## src/rtl/core/amb_pkg.sv

```systemverilog
// Shared types and constants for the ambisonic panner encoder.
// No dependencies; used by the encoder and sequencer modules in rtl/core.
`default_nettype none
package amb_pkg;

	localparam logic [16:0] PA = 17'd102944;
	localparam logic [16:0] PB = 17'd42048;
	localparam logic [16:0] PC = 17'd4640;
	localparam logic signed [17:0] W_GAIN = 18'sd23167;

	localparam logic [2:0] CH_W = 3'd0;
	localparam logic [2:0] CH_X = 3'd1;
	localparam logic [2:0] CH_Y = 3'd2;
	localparam logic [2:0] CH_Z = 3'd3;
	localparam logic [2:0] CH_U = 3'd4;
	localparam logic [2:0] CH_V = 3'd5;
	localparam logic [2:0] CH_P = 3'd6;
	localparam logic [2:0] CH_Q = 3'd7;

	localparam logic [1:0] REG_ORDER = 2'd0;
	localparam logic [1:0] REG_AZ    = 2'd1;
	localparam logic [1:0] REG_EL    = 2'd2;

	// per-item setup handed from the front end to the sequencer
	typedef struct packed {
		logic [1:0]  ord;
		logic        use_el;
		logic        zpoly;
		logic [31:0] azp;
		logic [31:0] elp;
	} setup_t;

	typedef struct packed {
		logic busy;
		logic done;
	} seq_stat_t;

endpackage
`default_nettype wire

```

## src/rtl/core/ambisonic_panner_encoder.sv

```systemverilog
// Ambisonic panner encoder, orders 1 to 3, one mono sample per transfer.
// Every sine/cosine and every Q15 gain step of a sample runs through one shared
// multiplier under a job sequencer, and the work per sample grows with the order
// and with whether the elevation factor applies. The input stalls while a sample
// is in work; the finished result moves to an output register, so the next
// sample can start while it waits there. A sample that finishes while that
// register still holds an unaccepted result waits too, and the input stays
// stalled until it moves. Configuration (index 0 order, 1 azimuth, 2 elevation)
// is always ready.
`default_nettype none
module ambisonic_panner_encoder #(
	parameter int SAMPLE_BITS = 16,
	parameter int ANGLE_BITS = 16
) (
	input  wire logic                           clk,
	input  wire logic                           arst_n,
	input  wire logic                           in_valid,
	output logic                                in_stall,
	input  wire logic signed [SAMPLE_BITS-1:0]  audio_sample,
	input  wire logic [ANGLE_BITS-1:0]          azimuth_turn,
	input  wire logic [ANGLE_BITS-1:0]          elevation_frac,
	output logic                                out_valid,
	input  wire logic                           out_stall,
	output logic signed [SAMPLE_BITS-1:0]       w_channel,
	output logic signed [SAMPLE_BITS-1:0]       x_channel,
	output logic signed [SAMPLE_BITS-1:0]       y_channel,
	output logic signed [SAMPLE_BITS-1:0]       z_channel,
	output logic signed [SAMPLE_BITS-1:0]       u_channel,
	output logic signed [SAMPLE_BITS-1:0]       v_channel,
	output logic signed [SAMPLE_BITS-1:0]       p_channel,
	output logic signed [SAMPLE_BITS-1:0]       q_channel,
	input  wire logic                           cfg_valid,
	output logic                                cfg_ready,
	input  wire logic [1:0]                     cfg_index,
	input  wire logic [ANGLE_BITS-1:0]          cfg_data
);
	logic [1:0]            order_q;
	logic [ANGLE_BITS-1:0] faz_q, fel_q, prev_az_q, prev_el_q;
	logic                  out_valid_q;
	logic [7:0][SAMPLE_BITS-1:0] out_q;
	logic [7:0][SAMPLE_BITS-1:0] res;

	logic                  accept, changed, take;
	logic [ANGLE_BITS-1:0] az_sel, el_sel;
	amb_pkg::setup_t       setup;
	amb_pkg::seq_stat_t    stat;

	assign accept = in_valid && !in_stall;
	assign changed = (azimuth_turn != prev_az_q) || (elevation_frac != prev_el_q);
	assign az_sel = changed ? azimuth_turn : faz_q;
	assign el_sel = changed ? elevation_frac : fel_q;

	always_comb begin
		setup.ord = (order_q == 2'd0) ? 2'd1 : order_q;
		setup.use_el = changed ? (elevation_frac != prev_el_q) : (fel_q != '0);
		setup.zpoly = changed || (fel_q != '0);
		setup.azp = {az_sel, {(32-ANGLE_BITS){1'b0}}};
		setup.elp = {1'b0, el_sel, {(31-ANGLE_BITS){1'b0}}} - 32'h4000_0000;
	end

	amb_seq #(.SAMPLE_BITS(SAMPLE_BITS)) u_seq (
		.clk(clk),
		.arst_n(arst_n),
		.start(accept),
		.setup(setup),
		.sample(audio_sample),
		.take(take),
		.stat(stat),
		.res(res)
	);

	assign in_stall = stat.busy;
	assign take = stat.done && (!out_valid_q || !out_stall);
	assign cfg_ready = 1'b1;

	always_ff @(posedge clk or negedge arst_n) begin
		if (!arst_n) begin
			order_q <= 2'd1;
			faz_q <= '0;
			fel_q <= '0;
			prev_az_q <= '0;
			prev_el_q <= '0;
			out_valid_q <= 1'b0;
		end else begin
			if (cfg_valid && cfg_ready) begin
				unique case (cfg_index)
					amb_pkg::REG_ORDER: order_q <= cfg_data[1:0];
					amb_pkg::REG_AZ:    faz_q <= cfg_data;
					amb_pkg::REG_EL:    fel_q <= cfg_data;
					default: ;
				endcase
			end
			if (accept) begin
				prev_az_q <= azimuth_turn;
				prev_el_q <= elevation_frac;
			end
			if (take) out_valid_q <= 1'b1;
			else if (!out_stall) out_valid_q <= 1'b0;
		end
	end

	always_ff @(posedge clk) begin
		if (take) out_q <= res;
	end

	assign out_valid = out_valid_q;
	assign w_channel = out_q[amb_pkg::CH_W];
	assign x_channel = out_q[amb_pkg::CH_X];
	assign y_channel = out_q[amb_pkg::CH_Y];
	assign z_channel = out_q[amb_pkg::CH_Z];
	assign u_channel = out_q[amb_pkg::CH_U];
	assign v_channel = out_q[amb_pkg::CH_V];
	assign p_channel = out_q[amb_pkg::CH_P];
	assign q_channel = out_q[amb_pkg::CH_Q];

`ifndef SYNTHESIS
	a_busy_after_accept: assert property (@(posedge clk) disable iff (!arst_n)
		accept |=> stat.busy) else $error("sequencer idle after input transfer");
	a_out_from_take: assert property (@(posedge clk) disable iff (!arst_n)
		$rose(out_valid) |-> $past(take)) else $error("output valid without result");
	a_take_when_free: assert property (@(posedge clk) disable iff (!arst_n)
		(stat.done && !out_valid_q) |=> out_valid_q) else $error("result not moved out");
`endif

endmodule
`default_nettype wire

```

## src/rtl/core/amb_mul.sv

```systemverilog
// Shared signed multiplier used by the sequencer for polynomial and gain steps.
// Depends on nothing.
`default_nettype none
module amb_mul #(
	parameter int MA = 18
) (
	input  wire logic signed [MA-1:0]    a,
	input  wire logic signed [17:0]      b,
	output logic signed      [MA+17:0]   p
);
	assign p = MA'(a) * b;
endmodule
`default_nettype wire

```

## src/rtl/core/amb_seq.sv

```systemverilog
// Sequencer: sine polynomial and Q15 gain chain over one shared multiplier.
// Depends on amb_pkg and amb_mul.
`default_nettype none
module amb_seq #(
	parameter int SAMPLE_BITS = 16
) (
	input  wire logic                           clk,
	input  wire logic                           arst_n,
	input  wire logic                           start,
	input  wire amb_pkg::setup_t                setup,
	input  wire logic signed [SAMPLE_BITS-1:0]  sample,
	input  wire logic                           take,
	output amb_pkg::seq_stat_t                  stat,
	output logic [7:0][SAMPLE_BITS-1:0]         res
);
	localparam int MA = (SAMPLE_BITS + 2 > 18) ? SAMPLE_BITS + 2 : 18;
	localparam int PW = MA + 18;

	localparam logic [2:0] S_IDLE = 3'd0;
	localparam logic [2:0] S_LAUNCH = 3'd1;
	localparam logic [2:0] S_POLY = 3'd2;
	localparam logic [2:0] S_SCALE = 3'd3;
	localparam logic [2:0] S_DONE = 3'd4;

	localparam logic [3:0] J_W = 4'd0;
	localparam logic [3:0] J_Z = 4'd1;
	localparam logic [3:0] J_CE = 4'd2;
	localparam logic [3:0] J_H1C = 4'd3;
	localparam logic [3:0] J_H1S = 4'd4;
	localparam logic [3:0] J_H2C = 4'd5;
	localparam logic [3:0] J_H2S = 4'd6;
	localparam logic [3:0] J_H3C = 4'd7;
	localparam logic [3:0] J_H3S = 4'd8;
	localparam logic [3:0] J_END = 4'd9;

	localparam logic signed [MA-1:0] SMAX_V = {{(MA-SAMPLE_BITS+1){1'b0}}, {(SAMPLE_BITS-1){1'b1}}};
	localparam logic signed [MA-1:0] SMIN_V = ~SMAX_V;

	logic [2:0]               state_q;
	logic [3:0]               job_q;
	logic [1:0]               pstep_q;
	logic [1:0]               nmul_q;
	logic                     first_q;
	logic signed [SAMPLE_BITS-1:0] s_q;
	amb_pkg::setup_t          set_q;
	logic [16:0]              u_q, u2_q, t_q;
	logic                     neg_q;
	logic signed [17:0]       trig_q, ce_q;
	logic signed [MA-1:0]     v_q;
	logic [7:0][SAMPLE_BITS-1:0] res_q;

	logic signed [MA-1:0]     mul_a;
	logic signed [17:0]       mul_b;
	logic signed [PW-1:0]     prod;
	logic signed [PW-1:0]     prod_r;
	logic signed [MA-1:0]     v_new;
	logic [16:0]              prod16;
	logic [16:0]              r_pos;
	logic signed [17:0]       r_sgn;
	logic [31:0]              azp2, ph;
	logic [1:0]               kmul;
	logic [2:0]               slot;
	logic [3:0]               job_nxt;
	logic [SAMPLE_BITS-1:0]   v_sat;
	logic [16:0]              u_new;

	amb_mul #(.MA(MA)) u_mul (.a(mul_a), .b(mul_b), .p(prod));

	always_comb begin
		mul_a = '0;
		mul_b = '0;
		if (state_q == S_POLY) begin
			case (pstep_q)
				2'd0: begin mul_a = MA'({1'b0, u_q});  mul_b = {1'b0, u_q}; end
				2'd1: begin mul_a = MA'({1'b0, u2_q}); mul_b = {1'b0, amb_pkg::PC}; end
				2'd2: begin mul_a = MA'({1'b0, t_q});  mul_b = {1'b0, u2_q}; end
				default: begin mul_a = MA'({1'b0, t_q}); mul_b = {1'b0, u_q}; end
			endcase
		end else begin
			mul_a = first_q ? MA'(s_q) : v_q;
			mul_b = first_q ? trig_q : ce_q;
		end
	end

	assign prod16 = prod[32:16];
	assign r_pos = 17'((18'(prod16) + 18'd1) >> 1);
	assign r_sgn = neg_q ? -$signed({1'b0, r_pos}) : $signed({1'b0, r_pos});
	assign prod_r = prod + PW'(16384);
	assign v_new = MA'(prod_r >>> 15);

	always_comb begin
		if (v_new > SMAX_V) v_sat = SAMPLE_BITS'(SMAX_V);
		else if (v_new < SMIN_V) v_sat = SAMPLE_BITS'(SMIN_V);
		else v_sat = SAMPLE_BITS'(v_new);
	end

	always_comb begin
		kmul = 2'd1;
		slot = amb_pkg::CH_W;
		job_nxt = J_END;
		unique case (job_q)
			J_W:   begin slot = amb_pkg::CH_W; job_nxt = J_Z; end
			J_Z:   begin slot = amb_pkg::CH_Z; job_nxt = J_CE; end
			J_CE:  begin job_nxt = J_H1C; end
			J_H1C: begin slot = amb_pkg::CH_X; job_nxt = J_H1S; end
			J_H1S: begin
				slot = amb_pkg::CH_Y;
				job_nxt = (set_q.ord == 2'd1) ? J_END : J_H2C;
			end
			J_H2C: begin kmul = 2'd2; slot = amb_pkg::CH_U; job_nxt = J_H2S; end
			J_H2S: begin
				kmul = 2'd2;
				slot = amb_pkg::CH_V;
				job_nxt = (set_q.ord == 2'd3) ? J_H3C : J_END;
			end
			J_H3C: begin kmul = 2'd3; slot = amb_pkg::CH_P; job_nxt = J_H3S; end
			J_H3S: begin kmul = 2'd3; slot = amb_pkg::CH_Q; job_nxt = J_END; end
			default: begin job_nxt = J_END; end
		endcase
	end

	always_comb begin
		azp2 = set_q.azp << 1;
		ph = set_q.elp;
		case (job_q)
			J_Z:           ph = set_q.elp;
			J_CE:          ph = set_q.elp + 32'h4000_0000;
			J_H1C:         ph = set_q.azp + 32'h4000_0000;
			J_H1S:         ph = set_q.azp;
			J_H2C:         ph = azp2 + 32'h4000_0000;
			J_H2S:         ph = azp2;
			J_H3C:         ph = azp2 + set_q.azp + 32'h4000_0000;
			J_H3S:         ph = azp2 + set_q.azp;
			default:       ph = set_q.elp;
		endcase
		u_new = ph[30] ? 17'(17'h10000 - {1'b0, ph[29:14]}) : {1'b0, ph[29:14]};
	end

	always_ff @(posedge clk or negedge arst_n) begin
		if (!arst_n) begin
			state_q <= S_IDLE;
			job_q <= J_W;
			pstep_q <= '0;
			nmul_q <= '0;
			first_q <= 1'b0;
		end else begin
			unique case (state_q)
				S_IDLE: begin
					if (start) begin
						state_q <= S_LAUNCH;
						job_q <= J_W;
					end
				end
				S_LAUNCH: begin
					if (job_q == J_END) begin
						state_q <= S_DONE;
					end else if (job_q == J_W) begin
						first_q <= 1'b1;
						nmul_q <= '0;
						state_q <= S_SCALE;
					end else if (job_q == J_Z && (set_q.ord != 2'd1 || !set_q.zpoly)) begin
						job_q <= job_nxt;
					end else if (job_q == J_CE && !set_q.use_el) begin
						job_q <= job_nxt;
					end else begin
						pstep_q <= '0;
						state_q <= S_POLY;
					end
				end
				S_POLY: begin
					pstep_q <= pstep_q + 2'd1;
					if (pstep_q == 2'd3) begin
						if (job_q == J_CE) begin
							job_q <= job_nxt;
							state_q <= S_LAUNCH;
						end else begin
							first_q <= 1'b1;
							nmul_q <= (job_q != J_Z && set_q.use_el) ? kmul : 2'd0;
							state_q <= S_SCALE;
						end
					end
				end
				S_SCALE: begin
					first_q <= 1'b0;
					if (!first_q) nmul_q <= nmul_q - 2'd1;
					if ((first_q && nmul_q == 2'd0) || (!first_q && nmul_q == 2'd1)) begin
						job_q <= job_nxt;
						state_q <= S_LAUNCH;
					end
				end
				S_DONE: begin
					if (take) state_q <= S_IDLE;
				end
				default: state_q <= S_IDLE;
			endcase
		end
	end

	always_ff @(posedge clk) begin
		if (state_q == S_IDLE && start) begin
			s_q <= sample;
			set_q <= setup;
			res_q <= '0;
			trig_q <= amb_pkg::W_GAIN;
		end
		if (state_q == S_LAUNCH) begin
			if (job_q == J_Z && set_q.ord == 2'd1 && !set_q.zpoly) begin
				res_q[amb_pkg::CH_Z] <= s_q;
			end
			if (job_q == J_W) trig_q <= amb_pkg::W_GAIN;
			u_q <= u_new;
			neg_q <= ph[31];
		end
		if (state_q == S_POLY) begin
			case (pstep_q)
				2'd0: u2_q <= prod16;
				2'd1: t_q <= amb_pkg::PB - prod16;
				2'd2: t_q <= amb_pkg::PA - prod16;
				default: begin
					if (job_q == J_CE) ce_q <= r_sgn;
					else trig_q <= r_sgn;
				end
			endcase
		end
		if (state_q == S_SCALE) begin
			v_q <= v_new;
			if ((first_q && nmul_q == 2'd0) || (!first_q && nmul_q == 2'd1)) begin
				res_q[slot] <= v_sat;
			end
		end
	end

	assign stat.busy = (state_q != S_IDLE);
	assign stat.done = (state_q == S_DONE);
	assign res = res_q;

endmodule
`default_nettype wire

```

## config.mk

```make
export PLATFORM = sky130hd
export DESIGN_NAME = ambisonic_panner_encoder
export DESIGN_NICKNAME = d
export VERILOG_FILES = /design/src/rtl/core/amb_pkg.sv /design/src/rtl/core/ambisonic_panner_encoder.sv /design/src/rtl/core/amb_mul.sv /design/src/rtl/core/amb_seq.sv
export SDC_FILE = /design/constraint.sdc
export NUM_CORES = 2
export LEC_CHECK = 0
export ABC_AREA = 0
export BUFFER_PORTS_ARGS = -buffer_cell sky130_fd_sc_hd__buf_2
export CAP_MARGIN = 40
export CORE_UTILIZATION = 55
export CTS_CLUSTER_DIAMETER = 200
export DETAILED_ROUTE_END_ITERATION = 12
export GPL_ROUTABILITY_DRIVEN = 0
export PLACE_DENSITY_LB_ADDON = 0.25
export SYNTH_ARGS = -nofsm -noshare
export SYNTH_HDL_FRONTEND = slang
export SYNTH_SLANG_ARGS = --single-unit
```

## constraint.sdc

```tcl
create_clock -name clk -period 12.5 [get_ports clk]
set_input_delay 2.5 -clock clk [delete_from_list [all_inputs] [get_ports clk]]
set_output_delay 2.5 -clock clk [all_outputs]
set_load 0.02 [all_outputs]
```

==> After elaboration in Yosys (flattened, before gate mapping) <==
Cells that the tools add are included.
{ "word_totals": {"reg_bits": 509, "inputBits": 71, "output_inout_bits": 131, "word_cells": 222} }
{ "op_classes": {"addsub": 14, "multipliers": 1, "magnitude_cmp": 4, "eq_ne": 41, "n_mux": 72, "n_bitwise": 1, "reduce_logical": 48} }
{ "op_table": {"columns": ["operator", "count"], "rows": [
  ["128-bit two-way mux", 3],
  ["32-bit case mux with 7 select lines", 1],
  ["18-bit two-way mux", 11],
  ["32-bit by 31-bit adder with 32-bit output, second input constant", 4],
  ["128-bit bitwise mux", 1],
  ["16-bit two-way mux", 8],
  ["17-bit case mux with 2 select lines", 3],
  ["16-bit demux with 3-bit select", 1],
  ["4-bit two-way mux", 10],
  ["33-bit by 16-bit adder with 33-bit output, second input constant", 1],
  ["18-bit by 18-bit multiplier with 33-bit output", 1],
  ["32-bit adder", 1],
  ["16-bit != test", 2],
  ["4-bit case mux with 8 select lines", 1],
  ["31-bit by 31-bit subtractor with 32-bit output, second input constant", 1],
  ["3-bit two-way mux", 8],
  ["2-bit two-way mux", 11],
  ["3-bit case mux with 7 select lines", 1],
  ["2-bit != test, second input constant", 10],
  ["17-bit by 1-bit adder with 18-bit output, second input constant", 1],
  ["18-bit by 16-bit > comparator with 1-bit output, second input constant", 1],
  ["18-bit by 16-bit less-than comparator with 1-bit output, second input constant", 1],
  ["17-bit negator with 18-bit output", 1],
  ["16-bit by 17-bit subtractor with 17-bit output, first input constant", 1],
  ["43 further kinds", 97]
]} }

==> Logic depth before layout (Yosys ltp) <==
{ "logic_depth": {"depth_word": 11, "mapped_depth": 41} }

==> Modules after synthesis <==
From an unflattened synthesis, not the netlist that was laid out.
{ "hier_totals": {"cells_unflattened": 3384, "hier_area_um2": 35368.9} }
{ "by_module_without_submodules": {"columns": ["mod", "n_inst", "cells_each", "area_each_um2", "seq_area_each_um2"], "rows": [
  ["amb_seq", 1, 1640, 15865.2, 7967.6],
  ["amb_mul", 1, 1381, 12355.6, 0.0],
  ["ambisonic_panner_encoder", 1, 363, 7148.1, 5521.5]
]} }

==> Worst setup path after synthesis <==
Ideal clock, no wire load.
{ "synth_path": {"path_type": "register to register", "from": "register u_seq.first_q", "to": "register u_seq.res_q (netlist bit u_seq.res[109])", "setup_ns": 0.133, "t_arrival_ns": 9.297, "required_time_ns": 12.367, "setup_slack_ns": 3.070, "path_stages_with_launch": 36, "synth_period_minus_slack_ns": 9.430, "path_cell_list": "dfrtp_1 buf_2 buf_1 clkbuf_1 buf_1 mux2_2 o21ai_1 nor2_1 fa_1 inv_1 fa_1 fa_1 inv_1 fa_1 fa_1 inv_1 fa_1 inv_1 ha_1 clkbuf_1 and4_1 clkbuf_1 nor2_1 mux2i_1 o311ai_0 a211oi_2 or3b_1 or2_0 clkbuf_1 nor4b_1 nand4_1 xnor2_1 clkbuf_1 o21ai_0 o21ai_1 o21ai_0"} }
{ "synth_via": {"elab_chain_cells": 10, "elab_cells_between_ends": 17, "cone_classes": "add/sub (1); mul (1); order compare (2); mux (9); reduce/logical (4)"} }
{ "synth_lines": {"columns": ["item", "line_no", "rtl"], "rows": [
  ["start, declared", "amb_seq.sv:43", "logic first_q;"],
  ["start signal, assigned", "amb_seq.sv:145", "first_q <= 1'b0;"],
  ["start signal, assigned", "amb_seq.sv:158", "first_q <= 1'b1;"],
  ["start signal, assigned", "amb_seq.sv:177", "first_q <= 1'b1;"],
  ["18-bit two-way mux, on equally long branches", "amb_seq.sv:80, amb_seq.sv:81", null],
  ["18-bit two-way mux", "amb_seq.sv:72", "if (state_q == S_POLY) begin"],
  ["18-bit by 18-bit multiplier with 33-bit output", "amb_mul.sv:11", "assign p = MA'(a) * b;"],
  ["33-bit by 16-bit adder with 33-bit output", "amb_seq.sv:88", "assign prod_r = prod + PW'(16384);"],
  ["18-bit by 16-bit less-than comparator with 1-bit output", "amb_seq.sv:93", "else if (v_new < SMIN_V) v_sat = SAMPLE_BITS'(SMIN_V);"],
  ["16-bit two-way mux", "amb_seq.sv:93", null],
  ["16-bit two-way mux", "amb_seq.sv:92", "if (v_new > SMAX_V) v_sat = SAMPLE_BITS'(SMAX_V);"],
  ["128-bit bitwise mux", "amb_seq.sv:228", "res_q[slot] <= v_sat;"],
  ["128-bit two-way mux (*)", "amb_seq.sv:227", "if ((first_q && nmul_q == 2'd0) || (!first_q && nmul_q == 2'd1)) begin"],
  ["128-bit two-way mux (*)", "amb_seq.sv:225", "if (state_q == S_SCALE) begin"],
  ["end signal, assigned by index", "amb_seq.sv:208", "res_q[amb_pkg::CH_Z] <= s_q;"],
  ["end signal, assigned by index", "amb_seq.sv:228", null],
  ["end, declared", "amb_seq.sv:50", "logic [7:0][SAMPLE_BITS-1:0] res_q;"]
]} }
Every way passes the cells marked *; elsewhere a longest branch is shown, timed or not.
A chain may end at the register's enable or synchronous reset.

==> Worst setup path in the final report <==
{ "layout_path": {"from": "register u_seq.first_q", "to": "register u_seq.res_q (netlist bit u_seq.res[84])"} }
{ "layout_via": {"elab_chain_cells": 10, "elab_cells_between_ends": 17, "cone_classes": "add/sub (1); mul (1); order compare (2); mux (9); reduce/logical (4)"} }
{ "layout_lines": {"columns": ["item", "line_no", "rtl"], "rows": [
  ["18-bit two-way mux, on equally long branches", "amb_seq.sv:80, amb_seq.sv:81", null],
  ["18-bit two-way mux", "amb_seq.sv:72", null],
  ["18-bit by 18-bit multiplier with 33-bit output (*)", "amb_mul.sv:11", null],
  ["via u_seq.prod[16]", "amb_seq.sv:54", "logic signed [PW-1:0] prod;"],
  ["33-bit by 16-bit adder with 33-bit output (*)", "amb_seq.sv:88", null],
  ["18-bit by 16-bit less-than comparator with 1-bit output", "amb_seq.sv:93", null],
  ["16-bit two-way mux", "amb_seq.sv:93", null],
  ["16-bit two-way mux (*)", "amb_seq.sv:92", null],
  ["128-bit bitwise mux (*)", "amb_seq.sv:228", null],
  ["128-bit two-way mux (*)", "amb_seq.sv:227", null],
  ["128-bit two-way mux (*)", "amb_seq.sv:225", null]
]} }
Mark *: on every way through the listed nets, which the timed path passes. The rest lies on a longest branch.

==> run metrics <==
first-pass GRT wire length 147800 um; Rel. slew slack 35.25%; pin slew with the least headroom to its limit 0.9648 ns; number of global-route vias before repair 25780; register area share after synthesis between 30% and 40%; Initial Util between 50% and 60%; f_max slightly below 0.09 GHz; Overflow after GRT 0; max-cap violations 0; Vias/cell 5.995; final-report hold violation count 0; CTS Buf Count 45; Worst-Skew Late Latency 0.59 ns; routed wl met3 slightly below 10000 um; worst min-delay path class reg -> reg; Final Non-Filler Cells 4292; die area 0.06175 mm^2; CP delay by family, top adder cells; Starting DRT DRC Count 2925; Layout Nets 3974; ys async rst share 16.06%; crit-path max cell delay 0.88 ns; CP Capture Type flop; Area contributors post-synth edfxtp_1, fa_1, dfxtp_1; largest net degree at the start of global routing 84; M1 WL 37870 um; Final Max Tran Viols 0; Die Ht 248.5 um; WL/cell approximately 22 um; DRC Markers 0; Detail Placement HPWL 73830 um; YS warnings 0; P&R area growth vs syn 10.79%; synth unique cells 96; syn_nets 3813; Final period util 92.30%; DR top layer met5; Die W 248.5 um; Fin Clk Skew 0.04363 ns; Post-Syn Area between 0.03 and 0.04 mm^2; Synth top cells by count inv_1, nand2_1, fa_1; Worst Path Buf+Inv 9; n_diodes 0; H-tree depth 2; clk slew on worst S/H paths 0.06 ns; ratio of cells with drive above 1 in the final layout 14.35%; Root Buffer Master clkbuf_16; Routed WL roughly 95000 um; setup violators final 0; DR vias 25730; Final ANT Viol Nets 0; Post-Synthesis Cells 3321; # clock sinks just under 500; setup TNS 0 ns; area fraction of the dominant cell type after synthesis 23.99%; I/O pin count 202; Clock Path Buffers 3; Worst Path Required around 13 ns; critical-path maximum fanout 34; most common cell in the synthesized netlist inv_1; min cycle time layout around 12 ns; setup repair bufs after CTS 0; metal2 WL 43040 um; core area roughly 0.06 mm^2; Synth area leader edfxtp_1; CP Launch Type flop; Most used DFF post-synth edfxtp_1; DRT Pass-1 Iters 6; slowest stage cell on the critical path dfrtp_2; status completed; CP Class reg -> reg; Hold Buf Count CTS 0; # rows 89; #FFs+latches synth 492; Post-CTS Resized 0; initial antenna violation count 1; cell total after placement between 4000 and 5000; global-route usage over all layers 30.74%; syn avg cell area 10.06 um^2; RSZ-0062 raised after global routing no; number of port buffers 200; data arrival time of the worst path 11.96 ns; most frequent CP cell inv_1; Post-synth EDFFs 267; CTS tree yes
[layout by cell type (no fill, tap or decap), types with 24 or more instances in the layout]
| cell type | count |
|---|---|
| and3_1 | 36 |
| nand2_1 | 359 |
| o21ai_1 | 46 |
| mux2_2 | 96 |
| a211oi_1 | 24 |
| clkbuf_16 | 47 |
| nor3_1 | 33 |
| nand3_1 | 170 |
| a21oi_1 | 104 |
| o21ai_0 | 186 |
| nor2_1 | 262 |
| nand2b_1 | 29 |
| xnor2_1 | 103 |
| dfrtp_1 | 77 |
| buf_4 | 62 |
| o21a_1 | 31 |
| xor2_1 | 46 |
| buf_2 | 199 |
| dfxtp_1 | 146 |
| fa_1 | 306 |
| edfxtp_1 | 267 |
| ha_1 | 115 |
| inv_1 | 415 |
[state kept, by name, summed over array words and instances (netlist names), 17 cells and up]
| register | count |
|---|---|
| u_seq.t_q | 17 |
| u_seq.res | 128 |
| u_seq.u2_q | 17 |
| u_seq.set_q | 21 |
| u_seq.trig_q | 18 |
| u_seq.v_q | 18 |
| u_seq.ce_q | 18 |
[per-stage QoR]
| stage | instance area (um^2) | setup WS [ns] | hold slack [ns] | utilization [%] |
|---|---|---|---|---|
| 3_5_place_dp | 35470 | 0.8307 | 0.4109 | 59.54 |
| 4_1_cts | 36970 | 0.7724 | 0.4286 | 62.05 |
| 2_1_floorplan | 33420 | 3.070 | 0.4001 | - |
| 6_report | 37020 | 0.9621 | 0.4250 | 62.14 |
| 3_3_place_gp | 35120 | 1.227 | 0.4064 | 58.96 |
| 5_1_grt | 37020 | 0.4386 | 0.4331 | 62.14 |
[cell type report]
class	count	area, um^2
inverter	421	1582
sequential	492	12920
tap	773	967.2
clock inverter	21	209.0
clock buffer	63	1286
multi-input combinational	2245	18310
fill	4804	22550
timing repair buffer	277	1753
[cells by family (layout without fill, tap and decap cells)]
kind of cell / Yosys count / after routing / share of synthesized area (%)
other: 1 / 1 / 0.01122
adder cells (fa/ha/maj): 423 / 423 / 22.70
multiplexers: 111 / 111 / 3.684
flip-flops: 492 / 492 / 38.66
AO/OA/AOI/OAI: 564 / 564 / 10.75
AND/OR/NAND/NOR: 995 / 995 / 13.58
XOR/XNOR: 151 / 151 / 3.980
buffers and inverters: 584 / 782 / 6.638
[worst paths after layout]
| kind | slack, ns | start | cells after the start | to |
|---|---|---|---|---|
| worst min register to register | 0.43 | u_seq.res[69]$_DFF_P_ | 0 | u_channel[5]$_DFFE_PP_ |
| worst max-delay path | 0.96 | u_seq.first_q$_DFFE_PN0P_ | 33 | u_seq.res[84]$_DFF_P_ |
| max in group asynchronous | 9.99 | arst_n | 2 | order_q[0]$_DFFE_PN1P_ |
| min in group asynchronous | 1.87 | arst_n | 1 | prev_el_q[8]$_DFFE_PN0P_ |
| worst max register to register | 0.96 | u_seq.first_q$_DFFE_PN0P_ | 33 | u_seq.res[84]$_DFF_P_ |
| worst min-delay path | 0.43 | u_seq.res[69]$_DFF_P_ | 0 | u_channel[5]$_DFFE_PP_ |
[per-layer routing]
layer / track usage (%) / vias to the layer above
li1: - / 11410
met1: 41.98 / 12680
met2: 48.20 / 1353
met3: 6.260 / 283
met4: 12.26 / 2
met5: 0 / -
Power is not shown: default switching activity piles up to over one toggle a cycle in this logic, so the estimate is an artifact.
